$ cat config.mk
export PLATFORM = sky130hd
export DESIGN_NAME = battery_pack_cell_analyzer
export DESIGN_NICKNAME = d
export VERILOG_FILES = /design/src/hdl/bpca_pkg.sv /design/src/hdl/bpca_front.sv /design/src/hdl/bpca_queue.sv /design/src/hdl/bpca_div.sv /design/src/hdl/bpca_back.sv /design/src/hdl/battery_pack_cell_analyzer.sv
export SDC_FILE = /design/constraint.sdc
export NUM_CORES = 1
export LEC_CHECK = 0
export BUFFER_PORTS_ARGS = -buffer_cell sky130_fd_sc_hd__buf_2
export CORE_MARGIN = 5
export CORE_UTILIZATION = 55
export CTS_CLUSTER_SIZE = 24
export DETAILED_ROUTE_END_ITERATION = 6
export GPL_ROUTABILITY_DRIVEN = 0
export PLACE_DENSITY = 0.73
export SYNTH_ARGS = -nofsm -noshare
export SYNTH_HDL_FRONTEND = slang
export SYNTH_SLANG_ARGS = --single-unit
$ cat constraint.sdc
create_clock -name clk -period 11.7 [get_ports clk]
set_clock_uncertainty 0.15 [all_clocks]
set_input_delay 1.755 -clock clk [delete_from_list [all_inputs] [get_ports clk]]
set_output_delay 1.755 -clock clk [all_outputs]
set_load 0.005 [all_outputs]
$ cat src/hdl/bpca_pkg.sv
package bpca_pkg;

  localparam int CELLS       = 16;
  localparam int MV_W        = 13;
  localparam int LIM_W       = 16;
  localparam int CNT_W       = $clog2(CELLS + 1);
  localparam int NUM_W       = 7;
  localparam int SUM_W       = MV_W + $clog2(CELLS);
  localparam int PACK_W      = 17;
  localparam int SOC_W       = 10;
  localparam int DIV_W       = 28;
  localparam int DIV_STEPS   = DIV_W / 2;
  localparam int DCNT_W      = $clog2(DIV_STEPS + 1);
  localparam int QUEUE_DEPTH = 4;
  localparam int QPTR_W      = $clog2(QUEUE_DEPTH);
  localparam int ADDR_W      = 5;
  localparam int IDX_W       = ADDR_W - 2;
  localparam int DATA_W      = 32;

  // register indexes
  localparam logic [IDX_W-1:0] REG_UNDER    = 3'd0;
  localparam logic [IDX_W-1:0] REG_OVER     = 3'd1;
  localparam logic [IDX_W-1:0] REG_FULL     = 3'd2;
  localparam logic [IDX_W-1:0] REG_HEALTHY  = 3'd3;
  localparam logic [IDX_W-1:0] REG_MINOR    = 3'd4;
  localparam logic [IDX_W-1:0] REG_CRITICAL = 3'd5;

  localparam logic [MV_W-1:0]  UNDER_RST    = 13'd3000;
  localparam logic [MV_W-1:0]  OVER_RST     = 13'd4200;
  localparam logic [MV_W-1:0]  FULL_RST     = 13'd4200;
  localparam logic [LIM_W-1:0] HEALTHY_RST  = 16'd200;
  localparam logic [LIM_W-1:0] MINOR_RST    = 16'd500;
  localparam logic [LIM_W-1:0] CRITICAL_RST = 16'd1000;

  // cell status codes
  localparam logic [1:0] CELL_NORMAL = 2'd0;
  localparam logic [1:0] CELL_UNDER  = 2'd1;
  localparam logic [1:0] CELL_OVER   = 2'd2;

  // pack status codes
  localparam logic [1:0] PACK_HEALTHY  = 2'd0;
  localparam logic [1:0] PACK_MINOR    = 2'd1;
  localparam logic [1:0] PACK_CRITICAL = 2'd2;
  localparam logic [1:0] PACK_FAILURE  = 2'd3;

  localparam logic [31:0]      PACK_MAX  = 32'd131071;
  localparam logic [SOC_W-1:0] SOC_MAX   = 10'd1000;
  localparam logic [LIM_W-1:0] IMB_MAX   = 16'hFFFF;
  localparam logic [DIV_W-1:0] SOC_SCALE = 28'd1000;
  localparam logic [DIV_W-1:0] IMB_SCALE = 28'd10000;

  typedef struct packed {
    logic [CNT_W-1:0] num;
    logic [1:0]       status;
    logic             last;
    logic [SUM_W-1:0] sum;
    logic [MV_W-1:0]  max_mv;
    logic [CNT_W-1:0] max_idx;
    logic [MV_W-1:0]  min_mv;
    logic [CNT_W-1:0] min_idx;
  } cell_entry_t;

  typedef struct packed {
    logic             start;
    logic [DIV_W-1:0] dividend;
    logic [MV_W-1:0]  divisor;
  } div_req_t;

  typedef struct packed {
    logic             done;
    logic [DIV_W-1:0] quotient;
  } div_rsp_t;

endpackage

$ cat src/hdl/bpca_front.sv
module bpca_front
  import bpca_pkg::*;
(
  input  logic              clk,
  input  logic              rst,
  input  logic              in_valid,
  output logic              in_stall,
  input  logic [MV_W-1:0]   cell_mv,
  input  logic [MV_W-1:0]   under_voltage_mv,
  input  logic [MV_W-1:0]   over_voltage_mv,
  input  logic              q_full,
  output logic              push,
  output cell_entry_t       entry
);

  logic [SUM_W-1:0] sum_acc;
  logic [CNT_W-1:0] cell_counter;
  logic [MV_W-1:0]  max_value;
  logic [CNT_W-1:0] max_index;
  logic [MV_W-1:0]  min_value;
  logic [CNT_W-1:0] min_index;

  logic [CNT_W-1:0] cnt_eff;
  logic [CNT_W-1:0] num;
  logic             first;
  logic             last_cell;
  logic [1:0]       status;

  assign in_stall = q_full;
  assign push     = in_valid && !q_full;

  always_comb begin
    cnt_eff   = (cell_counter >= CNT_W'(CELLS)) ? '0 : cell_counter;
    num       = cnt_eff + 1'b1;
    first     = (cnt_eff == '0);
    last_cell = (num == CNT_W'(CELLS));

    priority if (cell_mv < under_voltage_mv) status = CELL_UNDER;
    else if (cell_mv > over_voltage_mv)      status = CELL_OVER;
    else                                     status = CELL_NORMAL;

    entry.num    = num;
    entry.status = status;
    entry.last   = last_cell;
    entry.sum    = sum_acc + SUM_W'(cell_mv);
    if (first || cell_mv > max_value) begin
      entry.max_mv  = cell_mv;
      entry.max_idx = num;
    end else begin
      entry.max_mv  = max_value;
      entry.max_idx = max_index;
    end
    if (first || cell_mv < min_value) begin
      entry.min_mv  = cell_mv;
      entry.min_idx = num;
    end else begin
      entry.min_mv  = min_value;
      entry.min_idx = min_index;
    end
  end

  always_ff @(posedge clk) begin
    if (rst) begin
      sum_acc      <= '0;
      cell_counter <= '0;
      max_value    <= '0;
      max_index    <= CNT_W'(1);
      min_value    <= '0;
      min_index    <= CNT_W'(1);
    end else if (push) begin
      if (last_cell) begin
        // start a fresh pack
        sum_acc      <= '0;
        cell_counter <= '0;
        max_value    <= '0;
        max_index    <= CNT_W'(1);
        min_value    <= '0;
        min_index    <= CNT_W'(1);
      end else begin
        sum_acc      <= entry.sum;
        cell_counter <= num;
        max_value    <= entry.max_mv;
        max_index    <= entry.max_idx;
        min_value    <= entry.min_mv;
        min_index    <= entry.min_idx;
      end
    end
  end

endmodule

$ cat src/hdl/bpca_queue.sv
module bpca_queue
  import bpca_pkg::*;
(
  input  logic        clk,
  input  logic        rst,
  input  logic        push,
  input  cell_entry_t wr_entry,
  output logic        full,
  input  logic        pop,
  output logic        rd_valid,
  output cell_entry_t head
);

  cell_entry_t       slots [QUEUE_DEPTH];
  logic [QPTR_W-1:0] wptr;
  logic [QPTR_W-1:0] rptr;
  logic [QPTR_W:0]   count;

  assign full     = (count == (QPTR_W+1)'(QUEUE_DEPTH));
  assign rd_valid = (count != '0);
  assign head     = slots[rptr];

  always_ff @(posedge clk) begin
    if (rst) begin
      wptr  <= '0;
      rptr  <= '0;
      count <= '0;
    end else begin
      if (push) begin
        wptr <= wptr + 1'b1;
      end
      if (pop) begin
        rptr <= rptr + 1'b1;
      end
      if (push && !pop) begin
        count <= count + 1'b1;
      end else if (pop && !push) begin
        count <= count - 1'b1;
      end
    end
  end

  always_ff @(posedge clk) begin
    if (push) begin
      slots[wptr] <= wr_entry;
    end
  end

endmodule

$ cat src/hdl/bpca_div.sv
module bpca_div
  import bpca_pkg::*;
(
  input  logic     clk,
  input  logic     rst,
  input  div_req_t req,
  output div_rsp_t rsp
);

  logic [MV_W-1:0]   rem;
  logic [DIV_W-1:0]  quo;
  logic [MV_W-1:0]   dvs;
  logic [DCNT_W-1:0] cnt;
  logic              busy;
  logic              done;

  logic [MV_W-1:0]   rem_next;
  logic [DIV_W-1:0]  quo_next;
  logic [MV_W:0]     trial;
  logic [MV_W:0]     diff;

  // two restoring steps per cycle
  always_comb begin
    rem_next = rem;
    quo_next = quo;
    trial    = '0;
    diff     = '0;
    for (int k = 0; k < 2; k++) begin
      trial    = {rem_next, quo_next[DIV_W-1]};
      diff     = trial - {1'b0, dvs};
      quo_next = {quo_next[DIV_W-2:0], 1'b0};
      if (trial >= {1'b0, dvs}) begin
        rem_next    = diff[MV_W-1:0];
        quo_next[0] = 1'b1;
      end else begin
        rem_next = trial[MV_W-1:0];
      end
    end
  end

  always_ff @(posedge clk) begin
    if (rst) begin
      busy <= 1'b0;
      done <= 1'b0;
      cnt  <= '0;
    end else begin
      done <= 1'b0;
      if (req.start) begin
        busy <= 1'b1;
        cnt  <= DCNT_W'(DIV_STEPS);
      end else if (busy) begin
        cnt <= cnt - 1'b1;
        if (cnt == DCNT_W'(1)) begin
          busy <= 1'b0;
          done <= 1'b1;
        end
      end
    end
  end

  always_ff @(posedge clk) begin
    if (req.start) begin
      rem <= '0;
      quo <= req.dividend;
      dvs <= req.divisor;
    end else if (busy) begin
      rem <= rem_next;
      quo <= quo_next;
    end
  end

  assign rsp.done     = done;
  assign rsp.quotient = quo;

endmodule

$ cat src/hdl/bpca_back.sv
module bpca_back
  import bpca_pkg::*;
(
  input  logic              clk,
  input  logic              rst,
  input  logic              q_valid,
  input  cell_entry_t       head,
  output logic              pop,
  input  logic [MV_W-1:0]   full_scale_mv,
  input  logic [LIM_W-1:0]  healthy_bound,
  input  logic [LIM_W-1:0]  minor_bound,
  input  logic [LIM_W-1:0]  critical_bound,
  output div_req_t          div_req,
  input  div_rsp_t          div_rsp,
  output logic              out_valid,
  input  logic              out_stall,
  output logic [NUM_W-1:0]  cell_number,
  output logic [1:0]        cell_status,
  output logic              last,
  output logic [PACK_W-1:0] pack_mv,
  output logic [MV_W-1:0]   average_mv,
  output logic [SOC_W-1:0]  charge_tenths,
  output logic [MV_W-1:0]   highest_mv,
  output logic [NUM_W-1:0]  highest_cell,
  output logic [MV_W-1:0]   lowest_mv,
  output logic [NUM_W-1:0]  lowest_cell,
  output logic [LIM_W-1:0]  imbalance_hp,
  output logic [1:0]        pack_status
);

  typedef enum logic [2:0] {
    S_IDLE,
    S_SOC_GO,
    S_SOC,
    S_IMB_GO,
    S_IMB,
    S_EMIT
  } state_t;

  state_t            state;
  cell_entry_t       held;
  logic [MV_W-1:0]   avg;
  logic [SOC_W-1:0]  soc;
  logic [LIM_W-1:0]  imb;

  logic              slot_free;
  logic              emit;
  logic [MV_W-1:0]   spread;
  logic [1:0]        status_next;
  logic [PACK_W-1:0] pack_sat;
  logic [SOC_W-1:0]  soc_clamp;
  logic [LIM_W-1:0]  imb_clamp;

  assign slot_free = !out_valid || !out_stall;
  assign pop       = (state == S_IDLE) && q_valid && (head.last || slot_free);
  assign emit      = ((state == S_IDLE) && pop && !head.last) ||
                     ((state == S_EMIT) && slot_free);
  assign spread    = held.max_mv - held.min_mv;

  always_comb begin
    pack_sat  = (32'(held.sum) > PACK_MAX) ? PACK_W'(PACK_MAX) : PACK_W'(held.sum);
    soc_clamp = (div_rsp.quotient > DIV_W'(SOC_MAX)) ? SOC_MAX
                                                     : div_rsp.quotient[SOC_W-1:0];
    imb_clamp = (div_rsp.quotient > DIV_W'(IMB_MAX)) ? IMB_MAX
                                                     : div_rsp.quotient[LIM_W-1:0];

    priority if (imb < healthy_bound) status_next = PACK_HEALTHY;
    else if (imb < minor_bound)       status_next = PACK_MINOR;
    else if (imb < critical_bound)    status_next = PACK_CRITICAL;
    else                              status_next = PACK_FAILURE;

    div_req = '0;
    unique case (state)
      S_SOC_GO: begin
        if (full_scale_mv != '0) begin
          div_req.start    = 1'b1;
          div_req.dividend = DIV_W'(avg) * SOC_SCALE;
          div_req.divisor  = full_scale_mv;
        end
      end
      S_IMB_GO: begin
        if (avg != '0) begin
          div_req.start    = 1'b1;
          div_req.dividend = DIV_W'(spread) * IMB_SCALE;
          div_req.divisor  = avg;
        end
      end
      default: begin
        div_req = '0;
      end
    endcase
  end

  always_ff @(posedge clk) begin
    if (rst) begin
      state     <= S_IDLE;
      out_valid <= 1'b0;
    end else begin
      if (emit) begin
        out_valid <= 1'b1;
      end else if (!out_stall) begin
        out_valid <= 1'b0;
      end
      unique case (state)
        S_IDLE: begin
          if (pop) begin
            if (head.last) begin
              held  <= head;
              // cell count is a power of two, so this is a shift
              avg   <= MV_W'(head.sum / SUM_W'(CELLS));
              state <= S_SOC_GO;
            end else begin
              cell_number   <= NUM_W'(head.num);
              cell_status   <= head.status;
              last          <= 1'b0;
              pack_mv       <= '0;
              average_mv    <= '0;
              charge_tenths <= '0;
              highest_mv    <= '0;
              highest_cell  <= '0;
              lowest_mv     <= '0;
              lowest_cell   <= '0;
              imbalance_hp  <= '0;
              pack_status   <= PACK_HEALTHY;
            end
          end
        end
        S_SOC_GO: begin
          if (full_scale_mv == '0) begin
            soc   <= SOC_MAX;
            state <= S_IMB_GO;
          end else begin
            state <= S_SOC;
          end
        end
        S_SOC: begin
          if (div_rsp.done) begin
            soc   <= soc_clamp;
            state <= S_IMB_GO;
          end
        end
        S_IMB_GO: begin
          if (avg == '0) begin
            imb   <= IMB_MAX;
            state <= S_EMIT;
          end else begin
            state <= S_IMB;
          end
        end
        S_IMB: begin
          if (div_rsp.done) begin
            imb   <= imb_clamp;
            state <= S_EMIT;
          end
        end
        S_EMIT: begin
          if (slot_free) begin
            cell_number   <= NUM_W'(held.num);
            cell_status   <= held.status;
            last          <= 1'b1;
            pack_mv       <= pack_sat;
            average_mv    <= avg;
            charge_tenths <= soc;
            highest_mv    <= held.max_mv;
            highest_cell  <= NUM_W'(held.max_idx);
            lowest_mv     <= held.min_mv;
            lowest_cell   <= NUM_W'(held.min_idx);
            imbalance_hp  <= imb;
            pack_status   <= status_next;
            state         <= S_IDLE;
          end
        end
        default: begin
          state <= S_IDLE;
        end
      endcase
    end
  end

endmodule

$ cat src/hdl/battery_pack_cell_analyzer.sv
// For all but the last cell, a result passes through the queue slot and the output registers.
// The last cell waits on the shared divider, which resolves two quotient bits per cycle for
// the charge and the imbalance in turn; a zero full scale or zero average skips that division.
// Throughput: one cell per cycle into a 4-entry queue while the queue is not full; the
// sustained rate is bounded by the divider at the end of each pack.
// Reset: synchronous; thresholds and limits return to defaults and the pack restarts.
module battery_pack_cell_analyzer
  import bpca_pkg::*;
(
  input  logic              clk,
  input  logic              rst,
  input  logic              psel,
  input  logic              penable,
  input  logic              pwrite,
  input  logic [ADDR_W-1:0] paddr,
  input  logic [DATA_W-1:0] pwdata,
  output logic [DATA_W-1:0] prdata,
  output logic              pready,
  input  logic              in_valid,
  output logic              in_stall,
  input  logic [MV_W-1:0]   cell_mv,
  output logic              out_valid,
  input  logic              out_stall,
  output logic [NUM_W-1:0]  cell_number,
  output logic [1:0]        cell_status,
  output logic              last,
  output logic [PACK_W-1:0] pack_mv,
  output logic [MV_W-1:0]   average_mv,
  output logic [SOC_W-1:0]  charge_tenths,
  output logic [MV_W-1:0]   highest_mv,
  output logic [NUM_W-1:0]  highest_cell,
  output logic [MV_W-1:0]   lowest_mv,
  output logic [NUM_W-1:0]  lowest_cell,
  output logic [LIM_W-1:0]  imbalance_hp,
  output logic [1:0]        pack_status
);

  logic [MV_W-1:0]  under_voltage_mv;
  logic [MV_W-1:0]  over_voltage_mv;
  logic [MV_W-1:0]  full_scale_mv;
  logic [LIM_W-1:0] healthy_bound;
  logic [LIM_W-1:0] minor_bound;
  logic [LIM_W-1:0] critical_bound;

  logic [IDX_W-1:0] reg_idx;
  logic             wr_en;

  logic             push;
  logic             q_full;
  logic             q_valid;
  logic             pop;
  cell_entry_t      wr_entry;
  cell_entry_t      head;
  div_req_t         div_req;
  div_rsp_t         div_rsp;

  assign pready  = 1'b1;
  assign reg_idx = paddr[ADDR_W-1:2];
  assign wr_en   = psel && penable && pwrite && pready;

  always_ff @(posedge clk) begin
    if (rst) begin
      under_voltage_mv <= UNDER_RST;
      over_voltage_mv  <= OVER_RST;
      full_scale_mv    <= FULL_RST;
      healthy_bound    <= HEALTHY_RST;
      minor_bound      <= MINOR_RST;
      critical_bound   <= CRITICAL_RST;
    end else if (wr_en) begin
      unique case (reg_idx)
        REG_UNDER:    under_voltage_mv <= pwdata[MV_W-1:0];
        REG_OVER:     over_voltage_mv  <= pwdata[MV_W-1:0];
        REG_FULL:     full_scale_mv    <= pwdata[MV_W-1:0];
        REG_HEALTHY:  healthy_bound    <= pwdata[LIM_W-1:0];
        REG_MINOR:    minor_bound      <= pwdata[LIM_W-1:0];
        REG_CRITICAL: critical_bound   <= pwdata[LIM_W-1:0];
        default: begin
          // drop writes beyond the register list
        end
      endcase
    end
  end

  always_comb begin
    unique case (reg_idx)
      REG_UNDER:    prdata = DATA_W'(under_voltage_mv);
      REG_OVER:     prdata = DATA_W'(over_voltage_mv);
      REG_FULL:     prdata = DATA_W'(full_scale_mv);
      REG_HEALTHY:  prdata = DATA_W'(healthy_bound);
      REG_MINOR:    prdata = DATA_W'(minor_bound);
      REG_CRITICAL: prdata = DATA_W'(critical_bound);
      default:      prdata = '0;
    endcase
  end

  bpca_front u_front (
    .clk              (clk),
    .rst              (rst),
    .in_valid         (in_valid),
    .in_stall         (in_stall),
    .cell_mv          (cell_mv),
    .under_voltage_mv (under_voltage_mv),
    .over_voltage_mv  (over_voltage_mv),
    .q_full           (q_full),
    .push             (push),
    .entry            (wr_entry)
  );

  bpca_queue u_queue (
    .clk      (clk),
    .rst      (rst),
    .push     (push),
    .wr_entry (wr_entry),
    .full     (q_full),
    .pop      (pop),
    .rd_valid (q_valid),
    .head     (head)
  );

  bpca_div u_div (
    .clk (clk),
    .rst (rst),
    .req (div_req),
    .rsp (div_rsp)
  );

  bpca_back u_back (
    .clk            (clk),
    .rst            (rst),
    .q_valid        (q_valid),
    .head           (head),
    .pop            (pop),
    .full_scale_mv  (full_scale_mv),
    .healthy_bound  (healthy_bound),
    .minor_bound    (minor_bound),
    .critical_bound (critical_bound),
    .div_req        (div_req),
    .div_rsp        (div_rsp),
    .out_valid      (out_valid),
    .out_stall      (out_stall),
    .cell_number    (cell_number),
    .cell_status    (cell_status),
    .last           (last),
    .pack_mv        (pack_mv),
    .average_mv     (average_mv),
    .charge_tenths  (charge_tenths),
    .highest_mv     (highest_mv),
    .highest_cell   (highest_cell),
    .lowest_mv      (lowest_mv),
    .lowest_cell    (lowest_cell),
    .imbalance_hp   (imbalance_hp),
    .pack_status    (pack_status)
  );

  a_last_is_full_pack: assert property (@(posedge clk) disable iff (rst)
    out_valid && last |-> cell_number == NUM_W'(CELLS))
    else $error("summary transaction not on the final cell of a pack");

  a_partial_has_no_summary: assert property (@(posedge clk) disable iff (rst)
    out_valid && !last |-> pack_mv == '0 && imbalance_hp == '0 && highest_cell == '0)
    else $error("summary fields set on a non-final cell");

  a_extremes_ordered: assert property (@(posedge clk) disable iff (rst)
    out_valid && last |-> highest_mv >= lowest_mv && charge_tenths <= SOC_MAX)
    else $error("pack extremes or charge out of range");

  a_queue_no_overflow: assert property (@(posedge clk) disable iff (rst)
    q_full |-> !push)
    else $error("push into full queue");

endmodule
==> impl_metrics.yaml, run 1 <==
outcome:
  status: "finished, violations left"
  failed_checks: "DRC"
yosys:
  yosysMostFrequentCell: "edfxtp_1"
  synth_top_area_share_pct: 41.3
  synth_top_area_cell: "edfxtp_1"
  synth_seq_area_share_pct: 51.9
  ys.flop_type: "edfxtp_1"
  syn_avg_cell_area_um2: 11.7
  syn_area_um2: 33500
  async_flop_share_pct: 0
  ys_seq_elements: 637
  synthDistinctLibCells: 73
  yosysWarnings: 0
  netlist_top_cells_count: "edfxtp_1 (460), nand2_1 (275), ha_1 (271), inv_1 (262), dfxtp_1 (177)"
  synth_cells: 2866
  synth_edf_count: 460
  synth_area_leaders: "edfxtp_1 (41%), dfxtp_1 (11%), ha_1 (10%), fa_1 (4.2%), mux4_2 (4.2%)"
cells_and_area:
  finish.utilization_pct: 61.6
  drive_above_1_share_pct: 13.1
  syn2layout_area_growth_pct: 11.0
  finalNetCount: 3393
  fin_area_um2: 37200
clock_tree:
  path_clk_slew_ns: 0.06
  clkLatencyLatePin_ns: 0.62
  cts_made_buffers: 69
  root_buffer: "clkbuf_16"
  h-tree-depth: 3
  cts_resized: 0
  clock_path_buffers: 3
  cts_hold_buf: 0
  postCtsSetupBuffers: 0
  tritoncts: "done"
  clock-sinks: 637
timing:
  setup-tns-final_ns: 0
  fin_crit_ns: 6.89
  rsz0062_at_grt: "no"
  final-hold-violation-count: 0
  hold_ws_ns: 0.312
  worst_pin_slew_ns: 1.23
  relSlewSlack_pct: 17.7
  setup_viol: 0
  fin_crit_sh_pct: 58.9
  maxSlewViolCount: 0
  max_clock_freq_mhz: 145
routing:
  route.detailed.drc: 8
  ant_nets: 0
  viasPerCell: 5.93
  wl_um: 81800
  drtPass1Iterations: 7
  drt_iter0_markers: 1936
  vias: 22800
  post_drt_wl_per_cell_um: 21.3
global_route:
  grt_pass1_vias: 22800
  grt_first_pass_wirelength_um: 128000
  grt_max_degree: 64
  antenna_found_initial: 8
  grt_use_total_pct: 24.5
  globalRouteOverflowTotal: 0
floorplanning:
  io-pin-count: 200
  die_area_um2: 65900
  initial_core_util_pct: 55.4
  die_y_um: 257
  die_w_um: 257
  fp-row-count: 90
  core_area_um2: 60400
job:
  maxCapViolCount: 0
setup_path:
  arrival_ns: 7.06
  critPathKind: "reg2reg"
  slowest_delay_ns: 0.54
  crit_fanout: 5
  required_ns: 11.87
  crit_path_frequent_cell: "ha_1"
  cpMaxStageDelayCell: "fa_1"
  crit_path_start_kind: "register"
  crit_path_end_kind: "register"
placement:
  hpwl_um: 58100
  io_buffers: 158
  place_area_um2: 34900
worst_hold_path:
  hp-class: "reg2reg"
[metrics by stage]
stage                     setup WS [ns]  instances
after floorplan                    4.40       2887
after global placement             4.84       3706
after detailed placement           4.81       3706
after CTS                          4.79       3831
after global routing               4.36       3835
final                              4.81       3836
[layout by cell type (no fill, tap or decap), drive strengths merged, types with 7 or more instances in the layout]
cell,synthesis,routed
a31oi,16,16
nor2b,35,35
o21a,21,21
dfxtp,177,177
edfxtp,460,460
buf,50,185
nand2b,39,39
a211o,32,32
and3,62,62
nor3,37,37
mux2i,29,29
nand2,275,275
a21oi,171,171
conb,2,23
xnor2,44,44
xor2,45,45
clkinv,2,25
mux2,9,9
o221ai,13,13
nor2,162,162
o21ai,132,132
or2,9,9
ha,271,271
clkbuf,98,89
inv,263,269
a22oi,29,29
a22o,36,36
nand4,14,14
or3,14,14
a21o,40,40
nand3,26,26
mux4,62,62
a211oi,13,13
o31ai,7,7
fa,70,70
nor4,13,13
and2,16,16
[final timing paths]
kind	from	to	slack [ns]	cells past startpoint
max	u_back.held[5]	u_div.quo[26]	4.81	28
min	minor_bound[10]	minor_bound[10]	0.31	2
max reg2reg	u_back.held[5]	u_div.quo[26]	4.81	28
min reg2reg	minor_bound[10]	minor_bound[10]	0.31	2
[logic make-up after synthesis]
group           share of synthesized area, %
compound gates                          11.0
xor+xnor                                2.33
fa+ha+maj                               14.3
buf+inv                                 5.07
flops                                   51.9
mux                                     5.34
other cells                           0.0224
simple gates                            10.1
[per-layer routing]
layer	wire length [um]	up-vias	GRT usage (%)
met3	6600	139	4.72
li1	-	10500	-
met2	38900	878	40.1
met1	33900	11200	33.2
met4	2470	4	8.23
met5	14	-	0
[worst max-delay path, delay by kind of cell, from the launching register on]
kind            cells  cell delay [ns]
fa+ha+maj           8             2.91
compound gates     10             1.78
xor+xnor            2             0.62
simple gates        4             0.42
flops               1             0.39
buf+inv             4             0.33
[area by class of cell]
type	count	area [um^2]
fill	4620	23200
clock buffer	89	1840
inverter	265	995
sequential	637	17400
antenna	5	12.5
tap	782	978
clock inverter	36	438
timing repair buffer	185	996
multi-input combinational	1837	14500
[sequential cells by signal, indices dropped and copies added (netlist names), 10 cells and up, named ones only]
register and count:
u_front.min_value 13, u_back.highest_mv 13, u_back.imbalance_hp 16, u_div.dvs 13
u_front.sum_acc 17, u_back.lowest_mv 13, u_queue.slots 244, u_div.rem 13
u_back.avg 13, u_div.quo 28, u_back.charge_tenths 10, critical_bound 16
full_scale_mv 13, u_back.imb 16, over_voltage_mv 13, under_voltage_mv 13
healthy_bound 16, minor_bound 16, u_front.max_value 13, u_back.soc 10
u_back.held 43, u_back.average_mv 12
Power of run 1 is left out: the tool's default activity adds up to more than one toggle a clock period on the data nets, which glitch-free logic cannot reach.
==> run 2, diff against run 1 <==
==> constraint.sdc (replaced) <==
create_clock -name clk -period 7.16 [get_ports clk]
set_clock_uncertainty 0.15 [all_clocks]
set_input_delay 1.074 -clock clk [delete_from_list [all_inputs] [get_ports clk]]
set_output_delay 1.074 -clock clk [all_outputs]
set_load 0.005 [all_outputs]
==> impl_metrics.yaml, run 2 (synthesized netlist as in run 1, its figures left out) <==
cells_and_area:
  largest_reg_flops: 244
  final_common_cell: "edfxtp_1"
  regMostFlops: "u_queue.slots"
  drive_above_1_share_pct: 12.9
  regArea_um2: 17400
  finalNetCount: 3391
  syn2layout_area_growth_pct: 10.8
  top_regs: "u_queue.slots x244, u_back.held x43, u_div.quo x28"
  mostFrequentLayoutCells: "edfxtp_1 (460), nand2_1 (275), ha_1 (271)"
  nFillCells: 4639
  finish.utilization_pct: 61.4
  multiInputGateArea_um2: 14500
clock_tree:
  clock_path_buffers: 3
  cts_made_buffers: 67
  postCtsSetupBuffers: 0
  root_buffer: "clkbuf_16"
  cts_hold_buf: 0
  h-tree-depth: 3
  path_clk_slew_ns: 0.06
  clkLatencyLatePin_ns: 0.62
  clock-sinks: 637
  cts_resized: 0
  tritoncts: "done"
timing:
  setup_viol: 0
  maxSlewViolCount: 0
  fin_ws_ns: 0.482
  fin_crit_sh_pct: 93.3
  final-hold-violation-count: 0
  setup-tns-final_ns: 0
  worst_pin_slew_ns: 1.20
  fin_crit_ns: 6.68
  relSlewSlack_pct: 20.0
  rsz0062_at_grt: "no"
  hold_ws_ns: 0.309
  max_clock_freq_mhz: 150
routing:
  post_drt_wl_per_cell_um: 21.6
  ant_nets: 0
  viasPerCell: 5.91
  route.detailed.drc: 2
  drtPass1Iterations: 7
  drt_iter0_markers: 2056
  wl_um: 82500
  vias: 22600
setup_path:
  arrival_ns: 6.85
  path_buf_inv: 4
  slowest_delay_ns: 0.52
  critPathKind: "reg2reg"
  crit_path_start_kind: "register"
  required_ns: 7.33
  crit_fanout: 5
  crit_family: "adder cells"
  crit_path_frequent_cell: "ha_1"
  cpMaxStageDelayCell: "fa_1"
  crit_path_end_kind: "register"
  r2r_setup_slack_ns: 0.48
floorplanning:
  die_y_um: 257
  core_area_um2: 60400
  io-pin-count: 200
  die_w_um: 257
  initial_core_util_pct: 55.4
  die_area_um2: 65900
  fp-row-count: 90
global_route:
  grt_max_degree: 90
  grt_use_total_pct: 24.6
  antenna_found_initial: 3
  grt_pass1_vias: 22500
  globalRouteOverflowTotal: 0
  grt_first_pass_wirelength_um: 128000
worst_hold_path:
  hp-class: "reg2reg"
placement:
  place_ws_ns: 0.395
  hpwl_um: 58300
  io_buffers: 158
job:
  maxCapViolCount: 0
outcome:
  status: "finished, violations left"
  failed_checks: "DRC"
## run 2: final cells by class
type / count / share of cell area, %
multi-input cells: 1837 / 39.2
clock inverters: 33 / 1.01
clock buffers: 87 / 4.95
repair buffers: 185 / 2.72
flip-flops and latches: 637 / 46.8
well taps: 782 / 2.64
inverters: 265 / 2.68
diodes: 4 / 0.0270
## run 2: per-stage QoR
stage	std cells	cell area, um^2
2_1_floorplan	2887	33500
3_3_place_gp	3706	34900
3_5_place_dp	3706	34900
4_1_cts	3826	37100
5_1_grt	3828	37100
6_report	3830	37100
## run 2: final timing paths
| path | from | end | cells past startpoint |
|---|---|---|---|
| min | critical_bound[10] | critical_bound[10] | 2 |
| max reg2reg | u_back.held[6] | u_div.quo[26] | 29 |
| max | u_back.held[6] | u_div.quo[26] | 29 |
| min reg2reg | critical_bound[10] | critical_bound[10] | 2 |
## run 2: metal layers
layer / vias to the layer above / track usage (%) / routed length, um
li1: 10500 / - / -
met4: 0 / 7.38 / 2250
met3: 146 / 4.49 / 6420
met1: 11100 / 33.2 / 34200
met2: 879 / 40.9 / 39700
met5: - / 0 / 0
## run 2: worst min-delay path: cells and delay by family (launching register included)
| family | cells | cell delay (ns) |
|---|---|---|
| AO/OA/AOI/OAI | 1 | 0.05 |
| flip-flops | 1 | 0.31 |
| AND/OR/NAND/NOR | 1 | 0.05 |
Power of run 2 is left out for the same reason.
